$ cat src/hw/rtl/sedu_pkg.sv
// ----------------------------------------------------------------------------
// sedu_pkg
// Shared types and constants of the sample envelope stream decoder.
// ----------------------------------------------------------------------------
package sedu_pkg;

  localparam int unsigned CODE_TABLE_ENTRIES = 8;
  localparam int unsigned MAX_TABLE_ENTRIES  = 8;
  localparam int unsigned CFG_DATA_W         = 64;
  localparam int unsigned CFG_INDEX_W        = 2;

  localparam logic [7:0]  BYTE_LOOP_MARK = 8'hfe;
  localparam logic [7:0]  BYTE_END_MARK  = 8'hfc;
  localparam logic [15:0] LINE_MAX       = 16'hffff;

  typedef enum logic [CFG_INDEX_W-1:0] {
    CFG_VOLUME_MARKER   = 2'd0,
    CFG_CODE_TABLE_LOW  = 2'd1,
    CFG_CODE_TABLE_HIGH = 2'd2
  } cfg_reg_e;

  typedef enum logic [2:0] {
    PH_TONE   = 3'd0,
    PH_DEV    = 3'd1,
    PH_VOL    = 3'd2,
    PH_VCOUNT = 3'd3,
    PH_VLEVEL = 3'd4,
    PH_DONE   = 3'd5
  } phase_e;

  typedef struct packed {
    logic [7:0] data_byte;
    logic       first_of_sample;
  } in_item_t;

  typedef struct packed {
    logic        is_end;
    logic [7:0]  run_length;
    logic [15:0] first_line;
    logic        tone_enabled;
    logic        noise_enabled;
    logic [1:0]  noise_freq;
    logic [10:0] tone_deviation;
    logic [3:0]  left_level;
    logic [3:0]  right_level;
    logic [15:0] total_lines;
    logic [15:0] loop_line;
  } out_item_t;

  typedef struct packed {
    logic [7:0]            volume_marker;
    logic [CFG_DATA_W-1:0] code_table_low;
    logic [CFG_DATA_W-1:0] code_table_high;
  } cfg_t;

endpackage

$ cat src/hw/rtl/sample_envelope_stream_decoder_unit.sv
// ----------------------------------------------------------------------------
// sample_envelope_stream_decoder_unit
// Byte-wise decoder of a run-length coded sample envelope stream.
// ----------------------------------------------------------------------------
// Structure: an accepted byte is held in the input register and decoded from
// there; its result is written to the output register.
// Throughput: one byte per cycle unless the output stalls; the path is set by
// the table compare and the 16-bit saturating line add between the two registers.
// Reset: asynchronous, clears parser state, handshake state and config registers.
// ----------------------------------------------------------------------------
module sample_envelope_stream_decoder_unit #(
  parameter int unsigned CodeTableEntries = sedu_pkg::CODE_TABLE_ENTRIES
) (
  input  logic                                clk_i,
  input  logic                                rst_ni,
  input  logic                                in_valid_i,
  output logic                                in_stall_o,
  input  sedu_pkg::in_item_t                  in_item_i,
  output logic                                out_valid_o,
  input  logic                                out_stall_i,
  output sedu_pkg::out_item_t                 out_item_o,
  input  logic                                cfg_valid_i,
  output logic                                cfg_ready_o,
  input  logic [sedu_pkg::CFG_INDEX_W-1:0]    cfg_index_i,
  input  logic [sedu_pkg::CFG_DATA_W-1:0]     cfg_data_i
);
  import sedu_pkg::*;

  cfg_t      cfg_q;
  logic      s1_valid_q, s1_valid_d;
  in_item_t  s1_item_q;
  logic      out_valid_q, out_valid_d;
  out_item_t out_item_q;

  logic      out_free, advance, accept;
  logic      res_valid;
  out_item_t res;

  assign cfg_ready_o = 1'b1;
  assign out_free    = !out_valid_q || !out_stall_i;
  assign advance     = s1_valid_q && out_free;
  assign in_stall_o  = s1_valid_q && !out_free;
  assign accept      = in_valid_i && !in_stall_o;

  assign s1_valid_d  = accept || (s1_valid_q && !advance);
  assign out_valid_d = advance ? res_valid : (out_valid_q && out_stall_i);

  sedu_parser #(
    .CodeTableEntries(CodeTableEntries)
  ) u_parser (
    .clk_i      (clk_i),
    .rst_ni     (rst_ni),
    .step_i     (advance),
    .item_i     (s1_item_q),
    .cfg_i      (cfg_q),
    .res_valid_o(res_valid),
    .res_o      (res)
  );

  always_ff @(posedge clk_i or negedge rst_ni) begin
    if (!rst_ni) begin
      cfg_q <= '0;
    end else if (cfg_valid_i && cfg_ready_o) begin
      case (cfg_index_i)
        CFG_VOLUME_MARKER:   cfg_q.volume_marker   <= cfg_data_i[7:0];
        CFG_CODE_TABLE_LOW:  cfg_q.code_table_low  <= cfg_data_i;
        CFG_CODE_TABLE_HIGH: cfg_q.code_table_high <= cfg_data_i;
        default: begin
        end
      endcase
    end
  end

  always_ff @(posedge clk_i or negedge rst_ni) begin
    if (!rst_ni) begin
      s1_valid_q  <= 1'b0;
      out_valid_q <= 1'b0;
    end else begin
      s1_valid_q  <= s1_valid_d;
      out_valid_q <= out_valid_d;
    end
  end

  always_ff @(posedge clk_i) begin
    if (accept) begin
      s1_item_q <= in_item_i;
    end
    if (advance && res_valid) begin
      out_item_q <= res;
    end
  end

  assign out_valid_o = out_valid_q;
  assign out_item_o  = out_item_q;

  a_accept_held: assert property (@(posedge clk_i) disable iff (!rst_ni)
    accept |=> s1_valid_q)
    else $error("accepted byte not held in input register");

  a_taken_clears: assert property (@(posedge clk_i) disable iff (!rst_ni)
    out_valid_q && !out_stall_i && !advance |=> !out_valid_q)
    else $error("delivered result repeated");

  a_stall_blocks_advance: assert property (@(posedge clk_i) disable iff (!rst_ni)
    out_valid_q && out_stall_i && s1_valid_q |=> s1_valid_q && $stable(s1_item_q))
    else $error("byte lost while output stalled");

endmodule

$ cat src/hw/rtl/sedu_code_match.sv
// ----------------------------------------------------------------------------
// sedu_code_match
// Looks up a volume code in the configured code-to-length table.
// ----------------------------------------------------------------------------
module sedu_code_match #(
  parameter int unsigned CodeTableEntries = sedu_pkg::CODE_TABLE_ENTRIES
) (
  input  sedu_pkg::cfg_t cfg_i,
  input  logic [7:0]     code_i,
  output logic [7:0]     length_o
);
  import sedu_pkg::*;

  logic [2*CFG_DATA_W-1:0] table_words;

  assign table_words = {cfg_i.code_table_high, cfg_i.code_table_low};

  // scan backwards so the first matching entry wins
  always_comb begin
    length_o = 8'd0;
    for (int i = CodeTableEntries - 1; i >= 0; i--) begin
      if (table_words[16*i+8 +: 8] != 8'd0 && table_words[16*i+8 +: 8] == code_i) begin
        length_o = table_words[16*i +: 8];
      end
    end
  end

endmodule

$ cat src/hw/rtl/sedu_parser.sv
// ----------------------------------------------------------------------------
// sedu_parser
// Parser state and per-byte decode; forms at most one run or end result per byte.
// ----------------------------------------------------------------------------
module sedu_parser #(
  parameter int unsigned CodeTableEntries = sedu_pkg::CODE_TABLE_ENTRIES
) (
  input  logic                clk_i,
  input  logic                rst_ni,
  input  logic                step_i,
  input  sedu_pkg::in_item_t  item_i,
  input  sedu_pkg::cfg_t      cfg_i,
  output logic                res_valid_o,
  output sedu_pkg::out_item_t res_o
);
  import sedu_pkg::*;

  phase_e      phase_q, phase_d;
  logic [7:0]  tone_left_q, tone_left_d;
  logic [7:0]  vol_left_q, vol_left_d;
  logic        tone_on_q, tone_on_d;
  logic        noise_on_q, noise_on_d;
  logic [1:0]  noise_sel_q, noise_sel_d;
  logic [10:0] dev_q, dev_d;
  logic [7:0]  levels_q, levels_d;
  logic [15:0] lines_q, lines_d;
  logic [15:0] loop_idx_q, loop_idx_d;
  logic        loop_seen_q, loop_seen_d;

  phase_e      cur_phase;
  logic [7:0]  cur_tone, cur_vol;
  logic        cur_tone_on, cur_noise_on;
  logic [1:0]  cur_noise_sel;
  logic [10:0] cur_dev;
  logic [7:0]  cur_levels;
  logic [15:0] cur_lines, cur_loop_idx;
  logic        cur_loop_seen;

  logic [7:0]  b;
  logic [7:0]  code_len;
  logic        is_marker;
  logic [7:0]  tone_pre, vol_pre;
  logic        settle_req, end_req;
  logic [7:0]  run;
  logic        run_emit;
  logic [16:0] line_sum;
  logic [7:0]  tone_post;

  assign b = item_i.data_byte;

  sedu_code_match #(
    .CodeTableEntries(CodeTableEntries)
  ) u_code_match (
    .cfg_i   (cfg_i),
    .code_i  (b),
    .length_o(code_len)
  );

  assign is_marker = (b == cfg_i.volume_marker);

  always_comb begin
    if (item_i.first_of_sample) begin
      cur_phase     = PH_TONE;
      cur_tone      = 8'd0;
      cur_vol       = 8'd0;
      cur_tone_on   = 1'b0;
      cur_noise_on  = 1'b0;
      cur_noise_sel = 2'd0;
      cur_dev       = 11'd0;
      cur_levels    = 8'd0;
      cur_lines     = 16'd0;
      cur_loop_idx  = 16'd0;
      cur_loop_seen = 1'b0;
    end else begin
      cur_phase     = phase_q;
      cur_tone      = tone_left_q;
      cur_vol       = vol_left_q;
      cur_tone_on   = tone_on_q;
      cur_noise_on  = noise_on_q;
      cur_noise_sel = noise_sel_q;
      cur_dev       = dev_q;
      cur_levels    = levels_q;
      cur_lines     = lines_q;
      cur_loop_idx  = loop_idx_q;
      cur_loop_seen = loop_seen_q;
    end
  end

  // decode one byte into updated fields, before the run is taken out
  always_comb begin
    tone_pre    = cur_tone;
    vol_pre     = cur_vol;
    tone_on_d   = cur_tone_on;
    noise_on_d  = cur_noise_on;
    noise_sel_d = cur_noise_sel;
    dev_d       = cur_dev;
    levels_d    = cur_levels;
    loop_idx_d  = cur_loop_idx;
    loop_seen_d = cur_loop_seen;
    settle_req  = 1'b0;
    end_req     = 1'b0;
    case (cur_phase)
      PH_TONE: begin
        if (!b[0]) begin
          if (b == BYTE_LOOP_MARK) begin
            loop_idx_d  = cur_lines;
            loop_seen_d = 1'b1;
          end else if (b == BYTE_END_MARK) begin
            end_req = 1'b1;
          end else begin
            tone_pre = 8'd2 + {1'b0, b[7:1]};
          end
        end else begin
          tone_on_d   = b[4];
          noise_on_d  = b[5];
          noise_sel_d = b[7:6];
          dev_d       = {b[3:1], 8'd0};
        end
      end
      PH_DEV: begin
        dev_d = {cur_dev[10:8], b};
        if (cur_tone == 8'd0) begin
          tone_pre = 8'd1;
        end
        settle_req = (cur_vol != 8'd0);
      end
      PH_VOL: begin
        if (!is_marker && code_len != 8'd0) begin
          vol_pre = code_len;
        end else if (!is_marker) begin
          levels_d   = b;
          vol_pre    = 8'd1;
          settle_req = 1'b1;
        end
      end
      PH_VCOUNT: begin
        vol_pre = b;
      end
      PH_VLEVEL: begin
        levels_d   = b;
        settle_req = 1'b1;
      end
      default: begin
      end
    endcase
  end

  assign run       = (tone_pre < vol_pre) ? tone_pre : vol_pre;
  assign run_emit  = settle_req && (run != 8'd0);
  assign line_sum  = {1'b0, cur_lines} + {9'd0, run};
  assign tone_post = settle_req ? tone_pre - run : tone_pre;

  assign tone_left_d = tone_post;
  assign vol_left_d  = settle_req ? vol_pre - run : vol_pre;
  assign lines_d     = !run_emit ? cur_lines :
                       (line_sum[16] ? LINE_MAX : line_sum[15:0]);

  always_comb begin
    phase_d = cur_phase;
    if (settle_req) begin
      phase_d = (tone_post == 8'd0) ? PH_TONE : PH_VOL;
    end else begin
      case (cur_phase)
        PH_TONE: begin
          if (b[0]) begin
            phase_d = PH_DEV;
          end else if (b == BYTE_END_MARK) begin
            phase_d = PH_DONE;
          end
        end
        PH_DEV:    phase_d = PH_VOL;
        PH_VOL: begin
          if (is_marker) begin
            phase_d = PH_VCOUNT;
          end else if (code_len != 8'd0) begin
            phase_d = PH_VLEVEL;
          end
        end
        PH_VCOUNT: phase_d = PH_VLEVEL;
        default:   phase_d = cur_phase;
      endcase
    end
  end

  always_comb begin
    res_valid_o = run_emit || end_req;
    res_o       = '0;
    if (end_req) begin
      res_o.is_end      = 1'b1;
      res_o.total_lines = cur_lines;
      res_o.loop_line   = (cur_loop_seen && cur_loop_idx < cur_lines) ? cur_loop_idx
                                                                      : cur_lines;
    end else begin
      res_o.run_length     = run;
      res_o.first_line     = cur_lines;
      res_o.tone_enabled   = tone_on_d;
      res_o.noise_enabled  = noise_on_d;
      res_o.noise_freq     = noise_sel_d;
      res_o.tone_deviation = dev_d;
      res_o.left_level     = levels_d[3:0];
      res_o.right_level    = levels_d[7:4];
    end
  end

  always_ff @(posedge clk_i or negedge rst_ni) begin
    if (!rst_ni) begin
      phase_q     <= PH_TONE;
      tone_left_q <= 8'd0;
      vol_left_q  <= 8'd0;
      tone_on_q   <= 1'b0;
      noise_on_q  <= 1'b0;
      noise_sel_q <= 2'd0;
      dev_q       <= 11'd0;
      levels_q    <= 8'd0;
      lines_q     <= 16'd0;
      loop_idx_q  <= 16'd0;
      loop_seen_q <= 1'b0;
    end else if (step_i) begin
      phase_q     <= phase_d;
      tone_left_q <= tone_left_d;
      vol_left_q  <= vol_left_d;
      tone_on_q   <= tone_on_d;
      noise_on_q  <= noise_on_d;
      noise_sel_q <= noise_sel_d;
      dev_q       <= dev_d;
      levels_q    <= levels_d;
      lines_q     <= lines_d;
      loop_idx_q  <= loop_idx_d;
      loop_seen_q <= loop_seen_d;
    end
  end

  a_lines_monotonic: assert property (@(posedge clk_i) disable iff (!rst_ni)
    step_i && !item_i.first_of_sample |=> lines_q >= $past(lines_q))
    else $error("line count went backwards");

  a_end_enters_done: assert property (@(posedge clk_i) disable iff (!rst_ni)
    step_i && res_valid_o && res_o.is_end |=> phase_q == PH_DONE)
    else $error("end result without done phase");

  a_run_nonzero: assert property (@(posedge clk_i) disable iff (!rst_ni)
    res_valid_o && !res_o.is_end |-> res_o.run_length != 8'd0)
    else $error("empty run emitted");

endmodule

$ cat config.mk
export PLATFORM = sky130hd
export DESIGN_NAME = sample_envelope_stream_decoder_unit
export DESIGN_NICKNAME = d
export VERILOG_FILES = /design/src/hw/rtl/sedu_pkg.sv /design/src/hw/rtl/sample_envelope_stream_decoder_unit.sv /design/src/hw/rtl/sedu_code_match.sv /design/src/hw/rtl/sedu_parser.sv
export SDC_FILE = /design/constraint.sdc
export NUM_CORES = 1
export LEC_CHECK = 0
export ABC_AREA = 1
export BUFFER_PORTS_ARGS = -buffer_cell sky130_fd_sc_hd__buf_2
export CAP_MARGIN = 20
export CORE_UTILIZATION = 40
export CTS_BUF_LIST = sky130_fd_sc_hd__clkbuf_8 sky130_fd_sc_hd__clkbuf_16
export CTS_CLUSTER_DIAMETER = 100
export CTS_CLUSTER_SIZE = 12
export DETAILED_ROUTE_END_ITERATION = 7
export GPL_TIMING_DRIVEN = 0
export PLACE_DENSITY = 0.62
export SYNTH_ARGS = -nofsm -noshare
export SYNTH_HDL_FRONTEND = slang
export SYNTH_HIERARCHICAL = 1
export SYNTH_SLANG_ARGS = --single-unit
$ cat constraint.sdc
create_clock -name clk_i -period 12.2 [get_ports clk_i]
set_clock_uncertainty 0.2 [all_clocks]
set_input_delay 2.44 -clock clk_i [delete_from_list [all_inputs] [get_ports clk_i]]
set_output_delay 2.44 -clock clk_i [all_outputs]
set_load 0.01 [all_outputs]
---- After elaboration in Yosys (flattened, before gate mapping) ----
Cells that the tools add are included.
storage, ports and cells
  bits in registers ....................... 302
  logic and storage cells ................. 162
  input port bits ......................... 80
  output and inout bits ................... 83
operators by class
  reductions and logical operators ........ 44
  $add $sub $neg .......................... 4
  multiplexer cells ....................... 66
  magnitude comparators ................... 2
  equal/unequal tests ..................... 17
operators with widths
  cell                                            count
  two-way mux 8 bit                               22
  two-way mux 16 bit                              8
  nonzero test 8 bit                              11
  == test 8 bit                                   9
  case mux 8 bit (2 select lines)                 3
  two-way mux 11 bit                              2
  case mux 11 bit (2 select lines)                1
  two-way mux 1 bit                               18
  two-way mux 3 bit                               6
  adder 16 x 8 -> 17 bit                          1
  logical AND 1 bit                               17
  == test 8 bit (second input constant)           2
  logical NOT 8 bit                               2
  < comparator 16 bit                             1
  subtractor 8 bit                                2
  case mux 3 bit (4 select lines)                 1
  adder 2 x 7 -> 8 bit (first input constant)     1
  < comparator 8 bit                              1
  two-way mux 2 bit                               4
  == test 3 x 2 -> 1 bit (second input constant)  2
  logical NOT 1 bit                               6
  AND reduction 2 bit                             3
  == test 3 x 1 -> 1 bit (second input constant)  1
  == test 3 bit (second input constant)           1
  other kinds (6)                                 8

---- Depth between registers and ports, before layout ----
Gate-level depths: netlist of the first run.
  depth after elaboration ................. 21
  depth in mapped cells ................... 54
  mapped depth without buffers ............ 51

---- Cells and area by module ----
The synthesis of the first run kept the hierarchy.
by module, submodules not included
  module                               seq. area each (µm²)  area each (µm²)  instances  cells each
  sample_envelope_stream_decoder_unit  6125.9                8373.0           1          711
  sedu_parser                          1876.8                7053.0           1          1080
  sedu_code_match                      0.0                   2015.7           1          405

---- Least setup slack after synthesis of the first run ----
OpenSTA, ideal clock, no wires.
  kind .................................... register to register
  start ................................... register s1_item_q[3] in the netlist's numbering
  end ..................................... register out_item_q (netlist bit out_item_o[0]), enable pin
  arrival time ............................ 9.888 ns
  stages on the path, launching flop included .. 33
  library setup time ...................... 0.616 ns
  period minus slack after synthesis ...... 10.705 ns
  slack ................................... 1.495 ns
  cells stage by stage .................... edfxtp_1 buf_2 xor2_1 nor3_4 nand2_4 or2_0 nand3_1 nand3_1 nand2_1 nand2_1 nand2_1 nand2_1 nor2_1 nand4_1 nand2_1 nor2_2 a221oi_1 ha_1 nand2_1 nor2_1 a211oi_2 nand2_4 buf_8 nand2_2 nand2_2 nand2_2 nor2_4 nand2_8 nand2_8 buf_8 nand2_1 inv_1 nor3_1
on the way
  cells in the longest elaborated chain, start to end .. 20
  elaborated cells between the ends (all ways) .. 51
ends and longest elaborated chain
  item                             line                                       source
  start, declared                  sample_envelope_stream_decoder_unit.sv:31  in_item_t s1_item_q;
  start signal, assigned           sample_envelope_stream_decoder_unit.sv:86  s1_item_q <= in_item_i;
  == test 8 bit                    sedu_code_match.sv:22                      if (table_words[16*i+8 +: 8] != 8'd0 && table_words[16*i+8 +: 8] == code_i) begin
  logical AND 1 bit                sedu_code_match.sv:22
  two-way mux 8 bit (7 in a row)   sedu_code_match.sv:22
  two-way mux 8 bit *              sedu_code_match.sv:22
  via u_parser.code_len[5]         sedu_parser.sv:40                          logic [7:0] code_len;
  nonzero test 8 bit               sedu_parser.sv:128                         if (!is_marker && code_len != 8'd0) begin
  logical AND 1 bit                sedu_parser.sv:128
  two-way mux 8 bit                sedu_parser.sv:128
  case mux 8 bit (2 select lines)  sedu_parser.sv:102                         case (cur_phase)
  < comparator 8 bit               sedu_parser.sv:148                         assign run = (tone_pre < vol_pre) ? tone_pre : vol_pre;
  two-way mux 8 bit                sedu_parser.sv:148
  nonzero test 8 bit               sedu_parser.sv:149                         assign run_emit = settle_req && (run != 8'd0);
  logical AND 1 bit *              sedu_parser.sv:149
  logical OR 1 bit *               sedu_parser.sv:186                         res_valid_o = run_emit || end_req;
  via res_valid                    sample_envelope_stream_decoder_unit.sv:36  logic res_valid;
  logical AND 1 bit *              sample_envelope_stream_decoder_unit.sv:88  if (advance && res_valid) begin
  end signal, assigned             sample_envelope_stream_decoder_unit.sv:89  out_item_q <= res;
  end, declared                    sample_envelope_stream_decoder_unit.sv:33  out_item_t out_item_q;
The timed path passes the listed nets; every way through them passes the cells marked *.
A chain may end at the register's enable or synchronous reset.

---- Worst setup path in the final report of the first run ----
  start ................................... register s1_item_q[7] in the netlist's numbering
  end ..................................... register u_parser.lines_q[12]
on the way
  cells in the longest elaborated chain, start to end .. 19
  elaborated cells between the ends (all ways) .. 48
ends and longest elaborated chain
  item                                                                 line                                    source
  == test 8 bit                                                        sedu_code_match.sv:22
  logical AND 1 bit                                                    sedu_code_match.sv:22
  two-way mux 8 bit (7 in a row)                                       sedu_code_match.sv:22
  two-way mux 8 bit *                                                  sedu_code_match.sv:22
  via u_parser.code_len[6]                                             sedu_parser.sv:40
  nonzero test 8 bit                                                   sedu_parser.sv:128
  logical AND 1 bit                                                    sedu_parser.sv:128
  two-way mux 8 bit                                                    sedu_parser.sv:128
  case mux 8 bit (2 select lines)                                      sedu_parser.sv:102
  < comparator 8 bit                                                   sedu_parser.sv:148
  two-way mux 8 bit                                                    sedu_parser.sv:148
  adder 16 x 8 -> 17 bit / nonzero test 8 bit (equally long branches)  sedu_parser.sv:150, sedu_parser.sv:149
  two-way mux 16 bit / logical AND 1 bit (equally long branches)       sedu_parser.sv:156, sedu_parser.sv:149
  two-way mux 16 bit *                                                 sedu_parser.sv:155                      assign lines_d = !run_emit ? cur_lines :
  end signal, assigned                                                 sedu_parser.sv:227                      lines_q <= lines_d;
  end, declared                                                        sedu_parser.sv:26                       logic [15:0] lines_q, lines_d;
Marks and branches as above.

==> results of run 1 <==
logic make-up (layout without fill, tap and decap cells):
logic type / count (synthesis) / after routing / share of synthesized area, %
adders and majority gates: 48 / 48 / 3.572
buffers and inverters: 337 / 550 / 8.314
xor gates and xnor gates: 57 / 57 / 2.862
and+or+nand+nor: 1227 / 1227 / 31.82
AOI/OAI and AO/OA: 224 / 224 / 7.532
DFF: 302 / 302 / 45.88
other: 1 / 1 / 0.02150
flip-flops by register name, summed over array words and instances (netlist names), 2 cells and up:
signal / count
cfg_q: 136
out_item_o: 80
s1_item_q: 9
u_parser/dev_q: 11
u_parser/levels_q: 8
u_parser/lines_q: 16
u_parser/loop_idx_q: 16
u_parser/noise_sel_q: 2
u_parser/phase_q: 3
u_parser/tone_left_q: 8
u_parser/vol_left_q: 8
stage by stage:
step	setup TNS [ns]	util, %	area (sq um)
after global routing	0	46.22	19910
final	0	46.22	19910
after global placement	-181.66	44.06	18980
after floorplan	0	-	17440
after CTS	0	46.22	19910
after detailed placement	0	44.38	19120
where the power goes:
part	switching [uW]	leakage, uW	total (uW)	internal (uW)
Combinational	1120	0.00595	1710	590
Clock	394	0.000437	818	424
Sequential	109	0.00356	1360	1260
area by class of cell:
class | count | area [sq um]
Fill cell | 4398 | 23160
Sequential cell | 302 | 8003
Multi-Input combinational cell | 1557 | 7994
Timing Repair Buffer | 169 | 938.4
Inverter | 223 | 842.1
Tap cell | 585 | 732.0
Clock buffer | 29 | 725.7
Buffer | 114 | 608.1
Clock inverter | 15 | 68.82
critical path, delay by kind of cell (launching register included):
| kind | cells | cell delay [ns] |
|---|---|---|
| fa+ha+maj | 3 | 0.99 |
| buf+inv | 8 | 1.48 |
| flops | 1 | 0.60 |
| compound gates | 7 | 2.54 |
| simple gates | 26 | 3.29 |
cells in the mapped netlist, types with 31 or more instances:
library cell	number	area [sq um]
o21ai_0	108	540.5
a21oi_1	48	240.2
xor2_1	31	271.5
inv_1	203	762.0
nor2_1	204	765.7
buf_2	57	285.3
edfxtp_1	89	2673
nand2_1	661	2481
nand4_1	142	888.4
clkbuf_1	33	123.9
nand3_1	118	590.6
ha_1	45	563.0
dfrtp_1	213	5330
worst paths after layout:
path	startpoint	endpoint	slack, ns
max in group asynchronous	rst_ni	u_parser/levels_q[5]$_DFFE_PN0P_	9.40
worst max-delay path	s1_item_q[7]$_DFFE_PP_	u_parser/lines_q[12]$_DFFE_PN0P_	2.97
worst min-delay path	cfg_q[114]$_DFFE_PN0P_	cfg_q[114]$_DFFE_PN0P_	0.27
worst min register to register	cfg_q[114]$_DFFE_PN0P_	cfg_q[114]$_DFFE_PN0P_	0.27
min in group asynchronous	rst_ni	cfg_q[31]$_DFFE_PN0P_	1.56
worst max register to register	s1_item_q[7]$_DFFE_PP_	u_parser/lines_q[12]$_DFFE_PN0P_	2.97
per-layer routing:
layer	global-route usage, %	routed length [microns]	vias to the layer above
met3	2.438	2965	92
met4	9.770	1981	0
li1	-	-	7630
met1	32.31	23190	7498
met2	40.79	25550	519
met5	0	0	-
==> results.py, run 1 <==
metrics = {
    "run_status": {
        "status": "finished, violations left",
        "violations": "DRC",
    },
    "global_routing": {
        "grtUsageTotal_pct": 24.34,
        "globalRouteOverflowTotal": 0,
        "antenna_found_initial": 0,
        "grt_max_degree": 92,
        "grt_pass1_wl_microns": 84530,
        "first_global_vias": 15190,
    },
    "clocking": {
        "ctsResizeCount": 0,
        "cts.path.max_buffers": 3,
        "hold_buffers": 0,
        "cts_max_level": 1,
        "root_buffer": "clkbuf_16",
        "numCtsBuffers": 29,
        "clkTransAtPathRegs_ns": 0.07,
        "cts_setup_buffers": 0,
        "cts_tree": "yes",
        "clkLatencyLatePin_ns": 0.59,
        "clock-sinks": 302,
    },
    "cells_and_area": {
        "final_nets": 2524,
        "layout_commonest_cell": "nand2_1",
        "diodes": 0,
        "most-common-layout-cells": "661 x nand2_1, 217 x buf_2, 216 x inv_1",
        "area_growth_pct": 14.16,
        "drive_above_1_share_pct": 15.23,
        "final_cells": 2994,
    },
    "worst_setup_path": {
        "cpPeakStageDelay_ns": 0.71,
        "reg2reg_depth": 44,
        "start_kind": "flop",
        "slowest_stage": "o21ai_1",
        "crit_path_max_fanout": 10,
        "crit_path_end_kind": "flop",
        "cp.arrival_ns": 9.53,
        "cp_common_cell": "nand2_1",
        "required_ns": 12.50,
        "crit_type": "reg -> reg",
    },
    "power_and_ir_drop": {
        "power.density_nw_per_um2": 195.4,
        "p_leak_uw": 0.009949,
        "fin_total_pwr_uw": 3890,
        "ir_drop_uv": 115.5,
    },
    "timing": {
        "setup_viol_count_final": 0,
        "worstMarginPinSlew_ns": 0.9401,
        "timing.final.ws_setup_ns": 2.973,
        "whs_ns": 0.2702,
        "min_period_ns": 9.227,
        "rsz0062_at_grt": "no",
        "fmax_mhz": 108.4,
        "relSlewSlack_pct": 36.99,
        "finalHoldViolations": 0,
        "slew_violations": 0,
        "fin_crit_sh_pct": 75.63,
    },
    "place": {
        "gp_congestion": 0.9218,
        "dpl_worst_slack_ns": 3.173,
        "portBuffers": 161,
        "dp_hpwl_microns": 40120,
        "place_inst": 2950,
    },
    "floorplan": {
        "die_h_microns": 210.8,
        "start_util_pct": 40.49,
        "die_w_microns": 210.8,
        "io_pins": 163,
        "design.die.area_sq_um": 44440,
        "rows": 76,
        "core_sq_um": 43080,
    },
    "logic_synthesis": {
        "synth_flop_cell": "dfrtp_1",
        "yosysUniqueCellTypes": 61,
        "ys_seq_area_share_pct": 45.88,
        "yosys_warnings": 6,
        "synth-edff-count": 89,
        "netlist_area_sq_um": 17440,
        "synthCells": 2196,
        "synth-seq-cells": 302,
        "syn-num-nets": 2324,
        "async_flop_share_pct": 70.53,
        "synth_area_per_cell_sq_um": 7.942,
    },
    "drt": {
        "first_pass_iters": 7,
        "vias_per_cell": 5.257,
        "num_vias": 15740,
        "drt_iter0_drc": 1079,
        "drc": 1,
        "drt_wl_total_microns": 53680,
        "antenna_left": 0,
        "avgRoutedWirePerCell_microns": 17.93,
    },
    "min_path": {
        "hold_class": "reg -> reg",
        "whs_path_depth": 2,
    },
    "flow_run": {
        "maxCapViolCount": 0,
    },
}
Note: power is estimated with default switching activity, not from simulation.
==> run 2: changes to the inputs <==
- clock period: 12.2 -> 8.7 ns (I/O delays scaled with it)
==> run 2 against run 1 <==
- the flow now finishes without violations
- fmax up 14%
- cell area up 0.52%
- critical path type unchanged
- non-clock buffer count up 7
- global-route usage down 0.051 points
- total power up 41%
- critical path depth up 1
- largest power group unchanged
- clock power up 41%
- register-to-register slack worse by 2.4 ns
- largest cell class is now multi-input combinational cells
- first-iteration DRC count up 16%
==> results.py, run 2 (synthesis results as in run 1) <==
metrics = {
    "worst_setup_path": {
        "start_kind": "flop",
        "crit_type": "reg -> reg",
        "required_ns": 9.00,
        "slowest_stage": "a221oi_2",
        "crit_path_end_kind": "flop",
        "cp_common_cell": "nand2_1",
        "cp.arrival_ns": 8.38,
        "cpPeakStageDelay_ns": 0.48,
        "crit_path_max_fanout": 10,
    },
    "power_and_ir_drop": {
        "fin_total_pwr_uw": 5491,
        "p_leak_uw": 0.01000,
        "power.density_nw_per_um2": 274.4,
        "ir_drop_uv": 179.4,
    },
    "clocking": {
        "root_buffer": "clkbuf_16",
        "cts.path.max_buffers": 3,
        "clkTransAtPathRegs_ns": 0.06,
        "clock-sinks": 302,
        "hold_buffers": 0,
        "numCtsBuffers": 29,
        "cts_tree": "yes",
        "clkLatencyLatePin_ns": 0.58,
        "cts_max_level": 1,
    },
    "global_routing": {
        "globalRouteOverflowTotal": 0,
        "antenna_found_initial": 0,
        "grtUsageTotal_pct": 24.29,
        "first_global_vias": 15080,
        "grt_max_degree": 116,
        "grt_pass1_wl_microns": 84320,
    },
    "drt": {
        "drt_iter0_drc": 1249,
        "antenna_left": 0,
        "drc": 0,
        "first_pass_iters": 5,
        "avgRoutedWirePerCell_microns": 17.81,
        "vias_per_cell": 5.204,
        "drt_wl_total_microns": 53430,
        "num_vias": 15610,
    },
    "cells_and_area": {
        "final_area_sq_um": 20010,
        "drive_above_1_share_pct": 15.61,
        "fillers": 4260,
        "area_growth_pct": 14.75,
        "most-common-layout-cells": "661 x nand2_1, 215 x inv_1, 215 x buf_2",
        "final_cells": 3000,
        "largest_reg_flops": 136,
        "top_register": "cfg_q",
        "final_nets": 2531,
        "diodes": 0,
        "layout_commonest_cell": "nand2_1",
    },
    "flow_run": {
        "maxCapViolCount": 0,
    },
    "timing": {
        "min_period_ns": 8.080,
        "slew_violations": 0,
        "finalHoldViolations": 0,
        "setup_viol_count_final": 0,
        "fmax_mhz": 123.8,
        "relSlewSlack_pct": 34.24,
        "fin_crit_sh_pct": 92.88,
        "worstMarginPinSlew_ns": 0.9833,
        "fin_setup_tns_ns": 0,
    },
    "place": {
        "portBuffers": 161,
        "dp_hpwl_microns": 39550,
        "place_area_sq_um": 19100,
        "gp_congestion": 0.9016,
        "place_inst": 2946,
    },
    "floorplan": {
        "rows": 76,
        "design.die.area_sq_um": 44440,
        "die_h_microns": 210.8,
        "core_sq_um": 43080,
        "io_pins": 163,
        "start_util_pct": 40.49,
        "die_w_microns": 210.8,
    },
    "run_status": {
        "status": "finished clean",
    },
    "min_path": {
        "hold_class": "reg -> reg",
    },
}
==> run 2: through the flow <==
stage                     worst slack [ns]  util, %  hold slack, ns
after global routing              -0.03190    46.46          0.2908
final                               0.6198    46.46          0.2724
after detailed placement           -0.3922    44.34          0.2547
after floorplan                     0.3858        -          0.2332
after global placement              -2.588    44.07          0.2535
after CTS                          0.02051    46.22          0.2745
==> run 2: cell type report <==
type	count	area, sq um	area share, %
Buffer	114	613.1	3.063
Clock buffer	30	739.5	3.695
Clock inverter	13	53.80	0.2688
Inverter	223	842.1	4.207
Multi-Input combinational cell	1557	8035	40.15
Sequential cell	302	8003	39.99
Tap cell	585	732.0	3.657
Timing Repair Buffer	176	996.0	4.976
==> run 2: layer usage <==
layer  part of all wire (%)  up-vias  GRT usage [%]
li1                       -     7639              -
met1                     43     7383          31.70
met2                     48      508          41.95
met3                    5.6       83          2.676
met4                    3.1        0          7.996
met5                      0        -              0
==> run 2: final timing paths <==
kind,to,slack (ns),startpoint,depth (start not counted)
setup / recovery,u_parser/lines_q[14]$_DFFE_PN0P_,0.62,s1_item_q[7]$_DFFE_PP_,45
hold / removal,cfg_q[66]$_DFFE_PN0P_,0.27,cfg_q[66]$_DFFE_PN0P_,2
setup reg to reg,u_parser/lines_q[14]$_DFFE_PN0P_,0.62,s1_item_q[7]$_DFFE_PP_,45
hold reg to reg,cfg_q[66]$_DFFE_PN0P_,0.27,cfg_q[66]$_DFFE_PN0P_,2
max in group asynchronous,u_parser/loop_idx_q[1]$_DFFE_PN0P_,6.28,rst_ni,2
min in group asynchronous,cfg_q[30]$_DFFE_PN0P_,0.99,rst_ni,1
==> run 2: critical path: cells and delay by family, from the launching register on <==
family	cells	cell delay, ns
AOI/OAI and AO/OA	8	1.79
adders and majority gates	3	0.95
buffers and inverters	9	1.48
DFF	1	0.39
and+or+nand+nor	25	3.18
==> run 2: where the power goes <==
group	switching, uW	total [uW]	internal (uW)
Combinational	1580	2430	858
Sequential	148	1910	1760
Clock	549	1150	601
==> run 2: what timing repair did <==
item,in CTS,in global routing
hold endpoints to repair,0,0
pin swaps,0,1
buffers inserted,0,11
resized for setup,3,5
endpoints found under the setup margin,11,16
